**src/hw/rtl/spinor_pkg.sv**
```systemverilog
// ----------------------------------------------------------------------------
// SPI NOR command sequencer package
// Shared codes, command bytes, item types and result builders for the
// sequencer, its result queue and the top level.
// ----------------------------------------------------------------------------
package spinor_pkg;

    // Largest page that program or read may move in one operation.
    localparam int PAGE_BYTES = 256;

    // Depth of the result queue; one step pushes at most two results.
    localparam int RES_DEPTH  = 4;
    localparam int RES_PTR_W  = $clog2(RES_DEPTH);
    localparam int RES_CNT_W  = $clog2(RES_DEPTH + 1);
    localparam int MAX_PUSH   = 2;

    localparam logic [23:0] PART_ID_RESET = 24'h014014;

    // Input actions.
    localparam logic [1:0] ACT_REQUEST   = 2'd0;
    localparam logic [1:0] ACT_PROG_DATA = 2'd1;
    localparam logic [1:0] ACT_RX_BYTE   = 2'd2;

    // Operation codes.
    localparam logic [3:0] OP_READ_ID     = 4'd0;
    localparam logic [3:0] OP_WRITE_EN    = 4'd1;
    localparam logic [3:0] OP_WRITE_DIS   = 4'd2;
    localparam logic [3:0] OP_READ_STATUS = 4'd3;
    localparam logic [3:0] OP_WAIT_READY  = 4'd4;
    localparam logic [3:0] OP_SECTOR_ERS  = 4'd5;
    localparam logic [3:0] OP_BLOCK_ERS   = 4'd6;
    localparam logic [3:0] OP_PAGE_PROG   = 4'd7;
    localparam logic [3:0] OP_PAGE_READ   = 4'd8;

    // Result kinds.
    localparam logic [1:0] KIND_SPI  = 2'd0;
    localparam logic [1:0] KIND_HOST = 2'd1;
    localparam logic [1:0] KIND_DONE = 2'd2;

    // Flash command bytes.
    localparam logic [7:0] CMD_RDID  = 8'h9f;
    localparam logic [7:0] CMD_WREN  = 8'h06;
    localparam logic [7:0] CMD_WRDI  = 8'h04;
    localparam logic [7:0] CMD_RDSR  = 8'h05;
    localparam logic [7:0] CMD_SE    = 8'h20;
    localparam logic [7:0] CMD_BE    = 8'hd8;
    localparam logic [7:0] CMD_PP    = 8'h02;
    localparam logic [7:0] CMD_READ  = 8'h03;
    localparam logic [7:0] CMD_DUMMY = 8'h00;

    // Write-in-progress flag in the status register.
    localparam int SR_BUSY_BIT = 0;

    typedef struct packed {
        logic [1:0]  action;
        logic [3:0]  operation;
        logic [23:0] address;
        logic [8:0]  length;
        logic [7:0]  data_byte;
    } in_item_t;

    typedef struct packed {
        logic [1:0]  kind;
        logic [7:0]  mosi_byte;
        logic        release_select;
        logic [7:0]  host_byte;
        logic [23:0] identifier;
        logic        part_known;
        logic        outcome;
        logic        last;
    } out_item_t;

    // Results produced by one step, in order.
    typedef struct packed {
        logic [1:0] count;
        out_item_t  first;
        out_item_t  second;
    } step_res_t;

    function automatic out_item_t send_item(input logic [7:0] b, input logic rel);
        out_item_t r;
        r                = '0;
        r.kind           = KIND_SPI;
        r.mosi_byte      = b;
        r.release_select = rel;
        return r;
    endfunction

    function automatic out_item_t done_item(input logic [7:0] host,
                                            input logic [23:0] id,
                                            input logic known,
                                            input logic fail);
        out_item_t r;
        r            = '0;
        r.kind       = KIND_DONE;
        r.host_byte  = host;
        r.identifier = id;
        r.part_known = known;
        r.outcome    = fail;
        return r;
    endfunction

    function automatic out_item_t host_item(input logic [7:0] host);
        out_item_t r;
        r           = '0;
        r.kind      = KIND_HOST;
        r.host_byte = host;
        return r;
    endfunction

endpackage

```
**src/hw/rtl/spinor_seq.sv**
```systemverilog
// ----------------------------------------------------------------------------
// SPI NOR command sequencer state machine
// Decides, per accepted item, the next phase and the zero to two results.
// ----------------------------------------------------------------------------
module spinor_seq
    import spinor_pkg::*;
(
    input  logic        aclk,
    input  logic        aresetn,
    input  logic        accept,
    input  in_item_t    item,
    input  logic [23:0] expected_id,
    output step_res_t   res
);

    typedef enum logic [4:0] {
        PH_IDLE, PH_ID_CMD, PH_ID_B1, PH_ID_B2, PH_ID_B3, PH_SINGLE,
        PH_POLL_CMD, PH_POLL_DATA, PH_PRE_WREN, PH_OPCODE, PH_ADDR_HI,
        PH_ADDR_MID, PH_ADDR_LO, PH_PROG_NEED, PH_PROG_SENT, PH_READ_DATA,
        PH_FINAL_WRDIS
    } phase_t;

    phase_t      phase_reg,  phase_next;
    logic [3:0]  op_reg,     op_next;
    logic [23:0] addr_reg,   addr_next;
    logic [8:0]  cnt_reg,    cnt_next;
    logic [23:0] id_reg,     id_next;

    logic [8:0]  cnt_dec;
    logic [23:0] id_shift;
    logic        erase;
    logic        len_bad;
    out_item_t   r0, r1;
    logic [1:0]  n;

    assign cnt_dec  = cnt_reg - 9'd1;
    assign id_shift = {id_reg[15:0], item.data_byte};
    assign erase    = (op_reg == OP_SECTOR_ERS) || (op_reg == OP_BLOCK_ERS);
    assign len_bad  = (item.length == 9'd0) || (32'(item.length) > 32'(PAGE_BYTES));

    always_comb begin
        phase_next = phase_reg;
        op_next    = op_reg;
        addr_next  = addr_reg;
        cnt_next   = cnt_reg;
        id_next    = id_reg;
        r0         = '0;
        r1         = '0;
        n          = 2'd0;

        unique case (item.action)
            ACT_REQUEST: begin
                if (phase_reg == PH_IDLE) begin
                    op_next   = item.operation;
                    addr_next = item.address;
                    cnt_next  = item.length;
                    n         = 2'd1;
                    priority if (item.operation == OP_READ_ID) begin
                        id_next    = '0;
                        phase_next = PH_ID_CMD;
                        r0         = send_item(CMD_RDID, 1'b0);
                    end else if (item.operation == OP_WRITE_EN ||
                                 item.operation == OP_WRITE_DIS) begin
                        phase_next = PH_SINGLE;
                        r0 = send_item((item.operation == OP_WRITE_EN) ? CMD_WREN : CMD_WRDI,
                                       1'b1);
                    end else if (item.operation == OP_READ_STATUS ||
                                 item.operation == OP_WAIT_READY) begin
                        phase_next = PH_POLL_CMD;
                        r0         = send_item(CMD_RDSR, 1'b0);
                    end else if ((item.operation == OP_PAGE_PROG ||
                                  item.operation == OP_PAGE_READ) && len_bad) begin
                        phase_next = PH_IDLE;
                        r0         = done_item(8'd0, 24'd0, 1'b0, 1'b1);
                    end else if (item.operation == OP_PAGE_READ) begin
                        phase_next = PH_OPCODE;
                        r0         = send_item(CMD_READ, 1'b0);
                    end else if (item.operation == OP_SECTOR_ERS ||
                                 item.operation == OP_BLOCK_ERS ||
                                 item.operation == OP_PAGE_PROG) begin
                        phase_next = PH_PRE_WREN;
                        r0         = send_item(CMD_WREN, 1'b1);
                    end else begin
                        phase_next = PH_IDLE;
                        r0         = done_item(8'd0, 24'd0, 1'b0, 1'b1);
                    end
                end
            end
            ACT_PROG_DATA: begin
                if (phase_reg == PH_PROG_NEED) begin
                    cnt_next   = cnt_dec;
                    phase_next = PH_PROG_SENT;
                    r0         = send_item(item.data_byte, cnt_dec == 9'd0);
                    n          = 2'd1;
                end
            end
            ACT_RX_BYTE: begin
                unique case (phase_reg)
                    PH_ID_CMD: begin
                        phase_next = PH_ID_B1;
                        r0 = send_item(CMD_DUMMY, 1'b0);
                        n  = 2'd1;
                    end
                    PH_ID_B1: begin
                        id_next    = id_shift;
                        phase_next = PH_ID_B2;
                        r0 = send_item(CMD_DUMMY, 1'b0);
                        n  = 2'd1;
                    end
                    PH_ID_B2: begin
                        id_next    = id_shift;
                        phase_next = PH_ID_B3;
                        r0 = send_item(CMD_DUMMY, 1'b1);
                        n  = 2'd1;
                    end
                    PH_ID_B3: begin
                        id_next    = id_shift;
                        phase_next = PH_IDLE;
                        r0 = done_item(8'd0, id_shift, id_shift == expected_id, 1'b0);
                        n  = 2'd1;
                    end
                    PH_SINGLE, PH_FINAL_WRDIS: begin
                        phase_next = PH_IDLE;
                        r0 = done_item(8'd0, 24'd0, 1'b0, 1'b0);
                        n  = 2'd1;
                    end
                    PH_POLL_CMD: begin
                        phase_next = PH_POLL_DATA;
                        r0 = send_item(CMD_DUMMY, 1'b1);
                        n  = 2'd1;
                    end
                    PH_POLL_DATA: begin
                        n = 2'd1;
                        priority if (op_reg == OP_READ_STATUS) begin
                            phase_next = PH_IDLE;
                            r0 = done_item(item.data_byte, 24'd0, 1'b0, 1'b0);
                        end else if (item.data_byte[SR_BUSY_BIT]) begin
                            phase_next = PH_POLL_CMD;
                            r0 = send_item(CMD_RDSR, 1'b0);
                        end else if (op_reg == OP_WAIT_READY) begin
                            phase_next = PH_IDLE;
                            r0 = done_item(item.data_byte, 24'd0, 1'b0, 1'b0);
                        end else begin
                            phase_next = PH_FINAL_WRDIS;
                            r0 = send_item(CMD_WRDI, 1'b1);
                        end
                    end
                    PH_PRE_WREN: begin
                        phase_next = PH_OPCODE;
                        n = 2'd1;
                        unique case (op_reg)
                            OP_SECTOR_ERS: r0 = send_item(CMD_SE, 1'b0);
                            OP_BLOCK_ERS:  r0 = send_item(CMD_BE, 1'b0);
                            OP_PAGE_PROG:  r0 = send_item(CMD_PP, 1'b0);
                            default:       r0 = send_item(CMD_READ, 1'b0);
                        endcase
                    end
                    PH_OPCODE: begin
                        phase_next = PH_ADDR_HI;
                        r0 = send_item(addr_reg[23:16], 1'b0);
                        n  = 2'd1;
                    end
                    PH_ADDR_HI: begin
                        phase_next = PH_ADDR_MID;
                        r0 = send_item(addr_reg[15:8], 1'b0);
                        n  = 2'd1;
                    end
                    PH_ADDR_MID: begin
                        phase_next = PH_ADDR_LO;
                        r0 = send_item(addr_reg[7:0], erase);
                        n  = 2'd1;
                    end
                    PH_ADDR_LO: begin
                        priority if (erase) begin
                            phase_next = PH_POLL_CMD;
                            r0 = send_item(CMD_RDSR, 1'b0);
                            n  = 2'd1;
                        end else if (op_reg == OP_PAGE_PROG) begin
                            phase_next = PH_PROG_NEED;
                        end else begin
                            phase_next = PH_READ_DATA;
                            r0 = send_item(CMD_DUMMY, cnt_reg == 9'd1);
                            n  = 2'd1;
                        end
                    end
                    PH_PROG_SENT: begin
                        if (cnt_reg == 9'd0) begin
                            phase_next = PH_POLL_CMD;
                            r0 = send_item(CMD_RDSR, 1'b0);
                            n  = 2'd1;
                        end else begin
                            phase_next = PH_PROG_NEED;
                        end
                    end
                    PH_READ_DATA: begin
                        cnt_next = cnt_dec;
                        r0 = host_item(item.data_byte);
                        n  = 2'd2;
                        if (cnt_dec == 9'd0) begin
                            phase_next = PH_IDLE;
                            r1 = done_item(8'd0, 24'd0, 1'b0, 1'b0);
                        end else begin
                            r1 = send_item(CMD_DUMMY, cnt_dec == 9'd1);
                        end
                    end
                    default: ;
                endcase
            end
            default: ;
        endcase

        if (n == 2'd1) begin
            r0.last = 1'b1;
        end
        if (n == 2'd2) begin
            r1.last = 1'b1;
        end
    end

    assign res.count  = n;
    assign res.first  = r0;
    assign res.second = r1;

    always_ff @(posedge aclk) begin
        if (!aresetn) begin
            phase_reg <= PH_IDLE;
            op_reg    <= '0;
            addr_reg  <= '0;
            cnt_reg   <= '0;
            id_reg    <= '0;
        end else if (accept) begin
            phase_reg <= phase_next;
            op_reg    <= op_next;
            addr_reg  <= addr_next;
            cnt_reg   <= cnt_next;
            id_reg    <= id_next;
        end
    end

endmodule

```
**src/hw/rtl/spinor_res_fifo.sv**
```systemverilog
// ----------------------------------------------------------------------------
// SPI NOR sequencer result queue
// Small queue: up to two results in per cycle, one out while m_ready is high.
// ----------------------------------------------------------------------------
module spinor_res_fifo
    import spinor_pkg::*;
(
    input  logic      aclk,
    input  logic      aresetn,
    input  logic      push,
    input  step_res_t push_res,
    output logic      room,
    output logic      m_valid,
    input  logic      m_ready,
    output out_item_t m_item
);

    out_item_t            mem [RES_DEPTH];
    logic [RES_PTR_W-1:0] wr_ptr_reg, rd_ptr_reg;
    logic [RES_CNT_W-1:0] cnt_reg,    cnt_next;
    logic [1:0]           push_cnt;
    logic                 pop;

    assign push_cnt = push ? push_res.count : 2'd0;
    assign pop      = (cnt_reg != '0) && m_ready;
    assign cnt_next = cnt_reg + RES_CNT_W'(push_cnt) - RES_CNT_W'(pop);

    // Space for the worst-case step is judged on the registered fill level.
    assign room    = 32'(cnt_reg) <= (RES_DEPTH - MAX_PUSH);
    assign m_valid = cnt_reg != '0;
    assign m_item  = mem[rd_ptr_reg];

    always_ff @(posedge aclk) begin
        if (push_cnt != 2'd0) begin
            mem[wr_ptr_reg] <= push_res.first;
        end
        if (push_cnt == 2'd2) begin
            mem[wr_ptr_reg + RES_PTR_W'(1)] <= push_res.second;
        end
    end

    always_ff @(posedge aclk) begin
        if (!aresetn) begin
            wr_ptr_reg <= '0;
            rd_ptr_reg <= '0;
            cnt_reg    <= '0;
        end else begin
            wr_ptr_reg <= wr_ptr_reg + RES_PTR_W'(push_cnt);
            if (pop) begin
                rd_ptr_reg <= rd_ptr_reg + RES_PTR_W'(1);
            end
            cnt_reg <= cnt_next;
        end
    end

endmodule

```
**src/hw/rtl/spi_nor_flash_command_sequencer_core.sv**
```systemverilog
// ----------------------------------------------------------------------------
// SPI NOR flash command sequencer core
// Host-side command engine for 24-bit addressed SPI NOR flash: turns
// operation requests, program data and received bytes into MOSI bytes,
// read data and completion reports.
// ----------------------------------------------------------------------------
//
//   Channel   Dir  Handshake            Payload
//   s_        in   s_valid / s_ready    s_item   (in_item_t)
//   m_        out  m_valid / m_ready    m_item   (out_item_t)
//   cfg_      in   cfg_valid/cfg_ready  cfg_data (expected part id, 24 bits)
//
// The sequencer decides the results of an item in a single pass and writes
// them straight into a four-entry result queue, so a new item can be
// accepted on every clock while the queue has room for two more results.
// Results leave at one per cycle while m_ready is high; only a page read
// byte produces two, which is what bounds the sustained rate during reads.
// Reset (aresetn low at a clock edge) returns the sequencer to idle, empties
// the queue and loads the expected part identifier with its default.
// A stalled m_ready only holds off new items once the queue is nearly full.
//
module spi_nor_flash_command_sequencer_core
    import spinor_pkg::*;
(
    input  logic        aclk,
    input  logic        aresetn,

    input  logic        s_valid,
    output logic        s_ready,
    input  in_item_t    s_item,

    output logic        m_valid,
    input  logic        m_ready,
    output out_item_t   m_item,

    input  logic        cfg_valid,
    output logic        cfg_ready,
    input  logic [23:0] cfg_data
);

    logic        accept;
    logic        room;
    logic [23:0] part_id_reg;
    step_res_t   step_res;

    // The register may be written at any time and a write is registered; it
    // is only looked at when the last identifier byte of a read ID arrives.
    assign cfg_ready = 1'b1;

    always_ff @(posedge aclk) begin
        if (!aresetn) begin
            part_id_reg <= PART_ID_RESET;
        end else if (cfg_valid) begin
            part_id_reg <= cfg_data;
        end
    end

    // Readiness depends only on the queue's registered fill level, so there
    // is no combinational path from m_ready through to s_ready.
    assign s_ready = room;
    assign accept  = s_valid && s_ready;

    // The sequencer state machine: phase, operation, address, byte count and
    // the identifier being assembled. Its results for the accepted item are
    // combinational and are captured by the queue at the same edge.
    spinor_seq u_seq (
        .aclk        (aclk),
        .aresetn     (aresetn),
        .accept      (accept),
        .item        (s_item),
        .expected_id (part_id_reg),
        .res         (step_res)
    );

    // The result queue decouples the two sides; its entries are the output
    // register of the block.
    spinor_res_fifo u_res_fifo (
        .aclk     (aclk),
        .aresetn  (aresetn),
        .push     (accept),
        .push_res (step_res),
        .room     (room),
        .m_valid  (m_valid),
        .m_ready  (m_ready),
        .m_item   (m_item)
    );

endmodule

```
**config.mk**
```make
export PLATFORM = sky130hd
export DESIGN_NAME = spi_nor_flash_command_sequencer_core
export DESIGN_NICKNAME = d
export VERILOG_FILES = /design/src/hw/rtl/spinor_pkg.sv /design/src/hw/rtl/spinor_seq.sv /design/src/hw/rtl/spinor_res_fifo.sv /design/src/hw/rtl/spi_nor_flash_command_sequencer_core.sv
export SDC_FILE = /design/constraint.sdc
export NUM_CORES = 1
export LEC_CHECK = 0
export BUFFER_PORTS_ARGS = -buffer_cell sky130_fd_sc_hd__buf_2
export CAP_MARGIN = 20
export CORE_AREA = 3 3 194 196
export DETAILED_ROUTE_END_ITERATION = 6
export DIE_AREA = 0 0 197 199
export PLACE_DENSITY = 0.53
export SLEW_MARGIN = 10
export SYNTH_ARGS = -nofsm -noshare
export SYNTH_HDL_FRONTEND = slang
export SYNTH_SLANG_ARGS = --single-unit
```
**constraint.sdc**
```tcl
create_clock -name aclk -period 3.9 [get_ports aclk]
set_clock_uncertainty 0.05 [all_clocks]
set_input_delay 0.78 -clock aclk [delete_from_list [all_inputs] [get_ports aclk]]
set_output_delay 0.78 -clock aclk [all_outputs]
set_load 0.1 [all_outputs]
```
; Word level (Yosys, flattened, before mapping)
; Memory sizes are Yosys's and may differ from the RTL's. A register that Yosys moved wholly into a read port is not among the register bits.
; Index checks and enable logic that the tools add are counted.
[op_classes]
n_lt_le_gt_ge = 2
shifts = 0
div_mod_pow = 0
reduce_logical = 29
eq_ne = 44
n_bitwise = 0
n_mul = 0
n_mux = 62
addsub = 6
[op_table]
columns = operator, count
row1 = $mux 46, 14
row2 = $pmux 46 s11, 1
row3 = $pmux 46 s3, 1
row4 = $pmux 44 s3, 1
row5 = $pmux 5 s13, 1
row6 = $mux 5, 12
row7 = $mux 16, 3
row8 = $mux 44, 1
row9 = $eq 5x4->1 const B, 8
row10 = $mux 39, 1
row11 = $mux 36, 1
row12 = $eq 4x3->1 const B, 8
row13 = $pmux 16 s2, 1
row14 = $logic_not 9->1, 3
row15 = $mux 9, 3
row16 = $pmux 9 s3, 1
row17 = $eq 24x24->1, 1
row18 = $eq 5x3->1 const B, 4
row19 = $eq 9x1->1 const B, 2
row20 = $pmux 5 s3, 1
row21 = $ne 14x13->1 const B, 1
row22 = $eq 4x2->1 const B, 3
row23 = $mux 2, 6
row24 = $reduce_or 12->1, 1
row25 = 33 further kinds, 64
[word_totals]
ff_bits = 89
latchBits = 0
mem_bits_rw = 184
n_memories = 1
mem_bits_ro = 0
elab_cells = 153
[memory_table]
columns = name, depth, width, rd, rd_ports_with_merged_regs, wr, line
row1 = u_res_fifo.mem, 4, 46, 1, 1, 2, spinor_res_fifo.sv:18  ; out_item_t mem [RES_DEPTH];

; Depth between registers and ports, before layout
; Gate-level depths: netlist of the first run.
[depth]
depth_word = 12
depth_mapped = 13
mapped_depth_nobuf = 12

; Modules after synthesis
; A second synthesis of the first run with hierarchy kept.
[hier_totals]
cells_unflattened = 1219
area_unflattened_um2 = 15147.0
[modules_own_cells]
columns = module, area_per_inst_um2, seq_area_each_um2, cells_per_inst, instances
row1 = spinor_res_fifo, 9564.2, 5705.5, 500, 1
row2 = spinor_seq, 4645.7, 1161.1, 639, 1
row3 = spi_nor_flash_command_sequencer_core, 937.1, 480.5, 80, 1

; Worst setup path after synthesis of the first run
; No wires, ideal clock.
[synth_timing]
kind = reg2reg
from = reg u_res_fifo.cnt_reg[0]
to = mem u_res_fifo.mem[2][0] (netlist name) (enable)
slack_ns = -0.074
path_buffers = 2
path_stages_with_launch = 8
arrival_time_ns = 3.622
required_time_ns = 3.548
cell_sequence = dfxtp_1 a21oi_1 nand2_1 a311oi_2 buf_2 buf_1 o21ai_0 nand2_1
[synth_rtl]
columns = item, line
row1 = "start, declared", spinor_res_fifo.sv:20  ; logic [RES_CNT_W-1:0] cnt_reg, cnt_next;
row2 = "start signal, assigned", spinor_res_fifo.sv:52  ; cnt_reg <= cnt_next;
row3 = "end, declared", spinor_res_fifo.sv:18

; Worst setup path after layout of the first run
[layout_timing]
from = reg u_seq.phase_reg[3]
to = reg u_res_fifo.cnt_reg[2]
[layout_between]
elab_chain_cells = 7
word_cells_on_any_way = 25
cone_classes = add/sub (2) / eq/ne (16) / mux (5) / reduce/logical (2)
[layout_lines]
columns = item, line
row1 = "start, declared", spinor_seq.sv:23  ; phase_t phase_reg, phase_next;
row2 = "start signal, assigned", spinor_seq.sv:232  ; phase_reg <= phase_next;
row3 = "$eq 5x1->1, or another cell as far along", spinor_seq.sv:98  ; unique case (phase_reg)
row4 = $reduce_or 12->1 (no line), -
row5 = $pmux 2 s4, spinor_seq.sv:98
row6 = $pmux 2 s3 (*), spinor_seq.sv:51  ; unique case (item.action)
row7 = $mux 2 (*), spinor_res_fifo.sv:24  ; assign push_cnt = push ? push_res.count : 2'd0;
row8 = $add 3x2->3 (*), spinor_res_fifo.sv:26  ; assign cnt_next = cnt_reg + RES_CNT_W'(push_cnt) - RES_CNT_W'(pop);
row9 = $sub 3x1->3 (*), spinor_res_fifo.sv:26
; Mark *: on every way between the ends. The rest lies on a longest branch, timed or not.
; A chain may end at the register's enable or synchronous reset.

==> results of run 1 <==
[cell families after synthesis]
logic type | count (synthesis) | share of synthesized area, %
adders and majority gates | 12 | 1.09
buffers and inverters | 188 | 5.43
AOI/OAI and AO/OA | 520 | 23.2
muxes | 81 | 9.75
DFF | 275 | 39.0
xor gates and xnor gates | 34 | 2.06
and+or+nand+nor | 523 | 19.4
other | 1 | 0.0260
[area by class of cell]
class | count | area [sq um] | share of cell area, %
well taps | 468 | 586 | 3.52
repair buffers | 191 | 1180 | 7.08
clock inverters | 13 | 143 | 0.858
clock buffers | 42 | 867 | 5.22
diodes | 3 | 7.51 | 0.0452
inverters | 18 | 67.6 | 0.407
multi-input cells | 1171 | 8140 | 49.0
flip-flops and latches | 275 | 5630 | 33.9
[report_power, final]
group | leakage (nW) | switching, mW | internal [mW]
logic | 3.02 | 1.23 | 0.570
registers | 2.25 | 0.186 | 2.95
clock network | 0.502 | 1.20 | 1.74
total | 5.77 | 2.62 | 5.26
[placed cells by master (no fill, tap or decap), types with 11 or more instances in the layout]
cell type                     n
sky130_fd_sc_hd__inv_1       16
sky130_fd_sc_hd__xnor2_1     21
sky130_fd_sc_hd__buf_4       64
sky130_fd_sc_hd__and2_1      46
sky130_fd_sc_hd__a21oi_1    181
sky130_fd_sc_hd__edfxtp_1    12
sky130_fd_sc_hd__nor2b_1     27
sky130_fd_sc_hd__dfxtp_1    261
sky130_fd_sc_hd__o21ai_0     68
sky130_fd_sc_hd__nor3_1      19
sky130_fd_sc_hd__nor2_1      35
sky130_fd_sc_hd__xor2_1      13
sky130_fd_sc_hd__o211ai_1   122
sky130_fd_sc_hd__nor3b_1     14
sky130_fd_sc_hd__mux2i_1     28
sky130_fd_sc_hd__buf_2      123
sky130_fd_sc_hd__nand2_1     97
sky130_fd_sc_hd__ha_1        11
sky130_fd_sc_hd__clkbuf_16   31
sky130_fd_sc_hd__a211oi_1    16
sky130_fd_sc_hd__a21boi_0    37
sky130_fd_sc_hd__o22ai_1     11
sky130_fd_sc_hd__mux4_2      47
sky130_fd_sc_hd__nand2b_1    31
sky130_fd_sc_hd__nand3_1    183
sky130_fd_sc_hd__a31oi_1     12
[worst paths after layout]
kind | to | from | cells after the start
max reg2reg | u_res_fifo.cnt_reg[2] | u_seq.phase_reg[3] | 10
min | part_id_reg[14] | cfg_data[14] | 3
min reg2reg | u_seq.addr_reg[2] | u_seq.addr_reg[2] | 2
max | u_res_fifo.cnt_reg[2] | u_seq.phase_reg[3] | 10
[metrics by stage]
stage | hold WS [ns] | area, sq um
2_1_floorplan | 0.388 | 14400
3_3_place_gp | 0.398 | 15600
3_5_place_dp | 0.406 | 15600
4_1_cts | 0.368 | 16600
5_1_grt | 0.399 | 16600
6_report | 0.383 | 16600
[worst max-delay path: cells and delay by family, from the launching register on]
kind	cells	cell delay, ns
DFF	1	0.73
and+or+nand+nor	4	0.87
AOI/OAI and AO/OA	3	0.96
adders and majority gates	2	0.63
xor gates and xnor gates	1	0.13
[routing by layer]
layer | global-route usage, % | up-vias | share of wire (%)
met2 | 38.4 | 477 | 45
met3 | 3.98 | 85 | 7.6
met1 | 35.6 | 6472 | 44
met4 | 7.73 | 0 | 2.8
met5 | 0 | - | 0
li1 | - | 6185 | -
==> impl_metrics.prom, run 1 <==
# TYPE chip_impl_metric gauge
chip_impl_metric{name="achievable-frequency",unit="MHz"} 288
chip_impl_metric{name="synth-warning-count",unit=""} 0
chip_impl_info{name="critical_path_class",value="reg -> reg"} 1
chip_impl_metric{name="path_clk_slew",unit="ns"} 0.06
chip_impl_metric{name="largest_reg_flops",unit=""} 184
chip_impl_metric{name="crit_path_max_fanout",unit=""} 19
chip_impl_metric{name="seq_area_frac_synth",unit="%"} 39.0
chip_impl_metric{name="fin_setup_tns",unit="ns"} 0
chip_impl_info{name="path_cells",value="nand2_1, a21oi_1, o21ai_1, nor2_1, o21a_1, nor2_1, ha_1, fa_1, xnor2_1, and2_1"} 1
chip_impl_metric{name="power_density",unit="nW/um^2"} 474
chip_impl_info{name="critPathLaunchType",value="flip-flop"} 1
chip_impl_metric{name="post-layout-total-power",unit="mW"} 7.89
chip_impl_metric{name="final_min_period_over_clock_period",unit="%"} 89.2
chip_impl_info{name="endpoint_kind",value="flip-flop"} 1
chip_impl_metric{name="post_cts_repair_setup_buffers",unit=""} 0
chip_impl_info{name="run_status",value="completed"} 1
chip_impl_metric{name="synth_top_area_share",unit="%"} 36.5
chip_impl_metric{name="syn_avg_cell_area",unit="sq um"} 8.83
chip_impl_metric{name="drt_iter0_drc",unit=""} 1185
chip_impl_metric{name="core_region_area",unit="sq um"} 36300
chip_impl_metric{name="final_period_minus_worst_setup_slack",unit="ns"} 3.48
chip_impl_metric{name="std_cell_rows",unit=""} 70
chip_impl_metric{name="cts.repair.resized",unit=""} 0
chip_impl_metric{name="avgRoutedWirePerCell",unit="microns"} 22.7
chip_impl_metric{name="synth-seq-cells",unit=""} 275
chip_impl_metric{name="initial_core_util",unit="%"} 39.8
chip_impl_metric{name="routed_wirelength",unit="mm"} 49.6
chip_impl_metric{name="final_core_utilization",unit="%"} 45.8
chip_impl_metric{name="timing.reg2reg.setup_slack",unit="ns"} 0.42
chip_impl_metric{name="overflow",unit=""} 0
chip_impl_info{name="cpMaxStageDelayCell",value="sky130_fd_sc_hd__dfxtp_1"} 1
chip_impl_metric{name="antenna_found_initial",unit=""} 4
chip_impl_metric{name="first_pass_grt_wire_length",unit="mm"} 76.2
chip_impl_metric{name="maxCapViolations",unit=""} 0
chip_impl_info{name="post-synth-top-area-cell",value="sky130_fd_sc_hd__dfxtp_1"} 1
chip_impl_metric{name="nFillCells",unit=""} 3620
chip_impl_info{name="synth.most_common_cell",value="sky130_fd_sc_hd__dfxtp_1"} 1
chip_impl_metric{name="die_h",unit="microns"} 199
chip_impl_info{name="synth_top_cells_by_count",value="sky130_fd_sc_hd__dfxtp_1, sky130_fd_sc_hd__nand3_1, sky130_fd_sc_hd__a21oi_1"} 1
chip_impl_metric{name="postRouteAntennaNets",unit=""} 0
chip_impl_info{name="cts_tree",value="built"} 1
chip_impl_metric{name="synthArstFlopShare",unit="%"} 0
chip_impl_metric{name="grt_max_degree",unit=""} 79
chip_impl_metric{name="drt_drc_violations_left",unit=""} 0
chip_impl_metric{name="slew_violations",unit=""} 0
chip_impl_metric{name="final.setup.worst_slack",unit="ns"} 0.422
chip_impl_metric{name="fp.dieArea",unit="sq um"} 39200
chip_impl_metric{name="instances_no_fill",unit=""} 2181
chip_impl_metric{name="via_count_of_the_first_global_routing_pass",unit=""} 12715
chip_impl_metric{name="crit_required",unit="ns"} 4.31
chip_impl_metric{name="hold_viol",unit=""} 0
chip_impl_metric{name="cts_made_buffers",unit=""} 31
chip_impl_metric{name="cts.sinks",unit=""} 275
chip_impl_metric{name="io-pin-count",unit=""} 125
chip_impl_metric{name="synth_cells",unit=""} 1634
chip_impl_metric{name="synth_cell_types",unit=""} 84
chip_impl_metric{name="worst_ep_arrival_time",unit="ns"} 3.89
chip_impl_info{name="synthFlopType",value="sky130_fd_sc_hd__dfxtp_1"} 1
chip_impl_metric{name="dpl.hpwl",unit="mm"} 31.7
chip_impl_metric{name="grtUsageTotal",unit="%"} 24.8
chip_impl_metric{name="power.ir.vdd_worst",unit="uV"} 292
chip_impl_metric{name="post_syn_nets",unit=""} 1722
chip_impl_info{name="yosys-top-cells-area",value="sky130_fd_sc_hd__dfxtp_1, sky130_fd_sc_hd__mux4_2, sky130_fd_sc_hd__nand3_1"} 1
chip_impl_metric{name="dp_worst_setup_slack",unit="ns"} 0.513
chip_impl_metric{name="drt_pass1_iterations",unit=""} 5
chip_impl_metric{name="synth_edf_count",unit=""} 12
chip_impl_info{name="rsz_0062_raised_after_global_routing",value="false"} 1
chip_impl_info{name="cts_root_buffer",value="sky130_fd_sc_hd__clkbuf_16"} 1
chip_impl_metric{name="clk_latency",unit="ns"} 0.57
chip_impl_metric{name="delay_of_the_slowest_critical_path_stage",unit="ns"} 0.73
chip_impl_metric{name="die_w",unit="microns"} 197
chip_impl_metric{name="vias",unit=""} 13219
chip_impl_metric{name="tightestPinTransition",unit="ns"} 1.08
chip_impl_metric{name="drive_above_1_share",unit="%"} 18.9
chip_impl_info{name="holdCritPathClass",value="in -> reg"} 1
chip_impl_metric{name="gp_congestion",unit=""} 0.935
chip_impl_metric{name="cts_hold_buf",unit=""} 0
chip_impl_metric{name="cts-htree-levels",unit=""} 1
chip_impl_metric{name="layout_overhead_on_the_synthesized_area",unit="%"} 15.2
chip_impl_metric{name="synth.cell_area",unit="sq um"} 14400
chip_impl_metric{name="timing.final.setup_violations",unit=""} 0
chip_impl_metric{name="clock_path_buffers",unit=""} 3
chip_impl_metric{name="finalNetCount",unit=""} 1776
chip_impl_info{name="cp_common_cell",value="sky130_fd_sc_hd__nor2_1"} 1
chip_impl_metric{name="leakage_power_total",unit="nW"} 5.77
chip_impl_metric{name="dpl.cell_count",unit=""} 2123
chip_impl_metric{name="viasPerCell",unit=""} 6.06
chip_impl_metric{name="worst_slew_margin_rel",unit="%"} 28.0
chip_impl_metric{name="buffer_ports.inserted",unit=""} 123
(Power assumes the default switching activity.)
==> run 2, diff against run 1 <==
--- a/config.mk
+++ b/config.mk
@@ -7,10 +7,12 @@
 export LEC_CHECK = 0
 export BUFFER_PORTS_ARGS = -buffer_cell sky130_fd_sc_hd__buf_2
 export CAP_MARGIN = 20
+export CELL_PAD_IN_SITES_DETAIL_PLACEMENT = 1
+export CELL_PAD_IN_SITES_GLOBAL_PLACEMENT = 1
 export CORE_AREA = 3 3 194 196
 export DETAILED_ROUTE_END_ITERATION = 6
 export DIE_AREA = 0 0 197 199
-export PLACE_DENSITY = 0.53
+export PLACE_DENSITY = 0.67
 export SLEW_MARGIN = 10
 export SYNTH_ARGS = -nofsm -noshare
 export SYNTH_HDL_FRONTEND = slang
==> run 2 against run 1 <==
Effect of this change: final cell count down 0.18%; critical path type unchanged; via count rose by 1.5%; combinational power up 3%; worst hold slack improved by 0.027 ns; power grew 3.3%; clock-buffer cell count increased by 6; sequential share of layout area down 0.18 points; sequential power is essentially flat; clock power rose by 8.2%.
==> impl_metrics.prom, run 2 (synthesis results as in run 1) <==
# TYPE chip_impl_metric gauge
chip_impl_metric{name="combined_area_of_the_multi_input_logic_cells",unit="sq um"} 8140
chip_impl_metric{name="postPlaceCellArea",unit="sq um"} 15600
chip_impl_metric{name="p_seq_share",unit="%"} 38.3
chip_impl_metric{name="std_cell_rows",unit=""} 70
chip_impl_metric{name="nFillCells",unit=""} 4223
chip_impl_metric{name="cell_internal_pwr",unit="mW"} 5.42
chip_impl_metric{name="layout_overhead_on_the_synthesized_area",unit="%"} 15.8
chip_impl_metric{name="post_cts_repair_setup_buffers",unit=""} 0
chip_impl_metric{name="viasPerCell",unit=""} 6.16
chip_impl_info{name="path_cells",value="inv_1, ha_1, nor3b_4, nand3_2, or3_1, a211oi_4, buf_12, o211ai_1, a21oi_1"} 1
chip_impl_metric{name="via_count_of_the_first_global_routing_pass",unit=""} 13635
chip_impl_metric{name="tightestPinTransition",unit="ns"} 1.04
chip_impl_metric{name="power_density",unit="nW/um^2"} 488
chip_impl_info{name="worst_path_dominant_cell_family",value="simple AND/OR/NAND/NOR gates"} 1
chip_impl_metric{name="maxCapViolations",unit=""} 0
chip_impl_metric{name="power.share.switching",unit="%"} 33.5
chip_impl_metric{name="area.sequential",unit="sq um"} 5630
chip_impl_info{name="critical_path_class",value="reg -> reg"} 1
chip_impl_metric{name="power_switching",unit="mW"} 2.73
chip_impl_info{name="final_cell_mix",value="sky130_fd_sc_hd__dfxtp_1, sky130_fd_sc_hd__nand3_1, sky130_fd_sc_hd__a21oi_1"} 1
chip_impl_metric{name="gr-usage-met1",unit="%"} 34.8
chip_impl_metric{name="clock_power_share",unit="%"} 39.0
chip_impl_metric{name="final_period_minus_worst_setup_slack",unit="ns"} 3.31
chip_impl_metric{name="hold_viol",unit=""} 0
chip_impl_metric{name="clock_path_buffers",unit=""} 3
chip_impl_metric{name="final_core_utilization",unit="%"} 46.1
chip_impl_metric{name="worst_ep_arrival_time",unit="ns"} 3.69
chip_impl_metric{name="drt_pass1_iterations",unit=""} 7
chip_impl_metric{name="power.ir.vdd_worst",unit="uV"} 378
chip_impl_metric{name="dpl.hpwl",unit="mm"} 34.1
chip_impl_metric{name="overflow",unit=""} 0
chip_impl_metric{name="clk_latency",unit="ns"} 0.52
chip_impl_metric{name="vias",unit=""} 13416
chip_impl_metric{name="timing.final.setup_violations",unit=""} 0
chip_impl_metric{name="grtUsageTotal",unit="%"} 26.2
chip_impl_metric{name="cts-htree-levels",unit=""} 2
chip_impl_metric{name="final_min_period_over_clock_period",unit="%"} 84.8
chip_impl_metric{name="drive_above_1_share",unit="%"} 19.0
chip_impl_metric{name="finalNetCount",unit=""} 1772
chip_impl_metric{name="timing.critical_path.buf_inv",unit=""} 2
chip_impl_metric{name="buffer_ports.inserted",unit=""} 123
chip_impl_metric{name="achievable-frequency",unit="MHz"} 302
chip_impl_info{name="cts_tree",value="built"} 1
chip_impl_metric{name="antenna_found_initial",unit=""} 4
chip_impl_metric{name="slew_violations",unit=""} 0
chip_impl_metric{name="cts.sinks",unit=""} 275
chip_impl_metric{name="core_region_area",unit="sq um"} 36300
chip_impl_metric{name="path_clk_slew",unit="ns"} 0.06
chip_impl_metric{name="die_w",unit="microns"} 197
chip_impl_info{name="endpoint_kind",value="flip-flop"} 1
chip_impl_metric{name="avgRoutedWirePerCell",unit="microns"} 24.0
chip_impl_info{name="leading_cell_type_in_the_layout_fill_and_taps_excluded",value="sky130_fd_sc_hd__dfxtp_1"} 1
chip_impl_info{name="cts_root_buffer",value="sky130_fd_sc_hd__clkbuf_16"} 1
chip_impl_info{name="rsz_0062_raised_after_global_routing",value="false"} 1
chip_impl_metric{name="postRouteAntennaNets",unit=""} 0
chip_impl_info{name="grt.busiest_layer",value="met2"} 1
chip_impl_metric{name="drt_drc_violations_left",unit=""} 0
chip_impl_metric{name="design_area",unit="sq um"} 16700
chip_impl_metric{name="io-pin-count",unit=""} 125
chip_impl_info{name="cpMaxStageDelayCell",value="sky130_fd_sc_hd__or3_1"} 1
chip_impl_info{name="holdCritPathClass",value="reg -> reg"} 1
chip_impl_metric{name="leakage_power_total",unit="nW"} 5.80
chip_impl_metric{name="delay_of_the_slowest_critical_path_stage",unit="ns"} 0.50
chip_impl_metric{name="die_h",unit="microns"} 199
chip_impl_metric{name="crit_path_max_fanout",unit=""} 118
chip_impl_metric{name="use_met2",unit="%"} 43.5
chip_impl_metric{name="crit_required",unit="ns"} 4.29
chip_impl_metric{name="fp.dieArea",unit="sq um"} 39200
chip_impl_metric{name="routed_wirelength",unit="mm"} 52.2
chip_impl_metric{name="cts.repair.resized",unit=""} 0
chip_impl_metric{name="cts_made_buffers",unit=""} 34
chip_impl_metric{name="initial_core_util",unit="%"} 39.8
chip_impl_metric{name="largest_reg_flops",unit=""} 184
chip_impl_info{name="critPathLaunchType",value="flip-flop"} 1
chip_impl_metric{name="combinationalPowerShare",unit="%"} 22.7
chip_impl_metric{name="gp_congestion",unit=""} 0.978
chip_impl_metric{name="grt_max_degree",unit=""} 119
chip_impl_metric{name="first_pass_grt_wire_length",unit="mm"} 80.5
chip_impl_metric{name="worst_slew_margin_rel",unit="%"} 30.5
chip_impl_info{name="run_status",value="completed"} 1
chip_impl_metric{name="cts_hold_buf",unit=""} 0
chip_impl_metric{name="global_route.usage.met3",unit="%"} 4.73
chip_impl_metric{name="fin_setup_tns",unit="ns"} 0
chip_impl_metric{name="drt_iter0_drc",unit=""} 940
-- run 2: cell count changes in the layout (fill, tap and decap cells not counted), sizes merged --
cell | previous run | this run
buf | 191 | 184
clkbuf | 42 | 48
bufinv | 3 | 1
inv | 17 | 16
diode | 3 | 1
clkinv | 11 | 13
-- run 2: path summary, 6_finish.rpt --
| path | cells after the start | endpoint | start | slack, ns |
|---|---|---|---|---|
| worst max register to register | 9 | u_res_fifo.mem[0][7] | u_seq.cnt_reg[0] | 0.59 |
| worst min register to register | 2 | u_seq.addr_reg[7] | u_seq.addr_reg[7] | 0.41 |
| worst min-delay path | 2 | u_seq.addr_reg[7] | u_seq.addr_reg[7] | 0.41 |
| worst max-delay path | 9 | u_res_fifo.mem[0][7] | u_seq.cnt_reg[0] | 0.59 |
-- run 2: worst reg2reg max path, cell delays in order, from the launching register on --
cell and delay [ns]:
sky130_fd_sc_hd__dfxtp_1 0.35, sky130_fd_sc_hd__inv_1 0.14, sky130_fd_sc_hd__ha_1 0.32, sky130_fd_sc_hd__nor3b_4 0.35, sky130_fd_sc_hd__nand3_2 0.19, sky130_fd_sc_hd__or3_1 0.51
sky130_fd_sc_hd__a211oi_4 0.40, sky130_fd_sc_hd__buf_12 0.47, sky130_fd_sc_hd__o211ai_1 0.27, sky130_fd_sc_hd__a21oi_1 0.18
-- run 2: metal layers --
layer	part of all wire [%]	vias to the layer above	routed length [microns]
met4	2.5	0	1310
met1	44	6742	22800
met2	48	418	24800
met5	0	-	0
met3	6.2	80	3220
li1	-	6176	-
-- run 2: layout make-up --
class	count	share of cell area [%]
Clock buffer	48	6.08
Multi-Input combinational cell	1171	48.7
Tap cell	468	3.51
Timing Repair Buffer	184	6.88
Clock inverter	12	0.674
Sequential cell	275	33.7
Inverter	18	0.404
Antenna cell	1	0.0150
-- run 2: power by group through the flow --
| stage | clock [mW] | sequential (mW) | combinational [mW] |
|---|---|---|---|
| after floorplan | 0 | 3.06 | 1.42 |
| final | 3.18 | 3.12 | 1.85 |
| after global placement | 0 | 3.18 | 1.81 |
| after CTS | 3.24 | 3.12 | 1.85 |
| after global routing | 3.37 | 3.14 | 1.97 |
| after detailed placement | 0 | 3.18 | 1.84 |
-- run 2: metrics by stage --
| step | total power [mW] | setup slack [ns] | instances | hold WS, ns |
|---|---|---|---|---|
| floorplan | 4.48 | 0.639 | 1634 | 0.388 |
| finish | 8.15 | 0.592 | 2177 | 0.410 |
| CTS | 8.20 | 0.599 | 2176 | 0.410 |
| detailed placement | 5.02 | 0.187 | 2116 | 0.406 |
| global route | 8.48 | 0.385 | 2177 | 0.410 |
| global placement | 4.98 | 0.307 | 2116 | 0.397 |
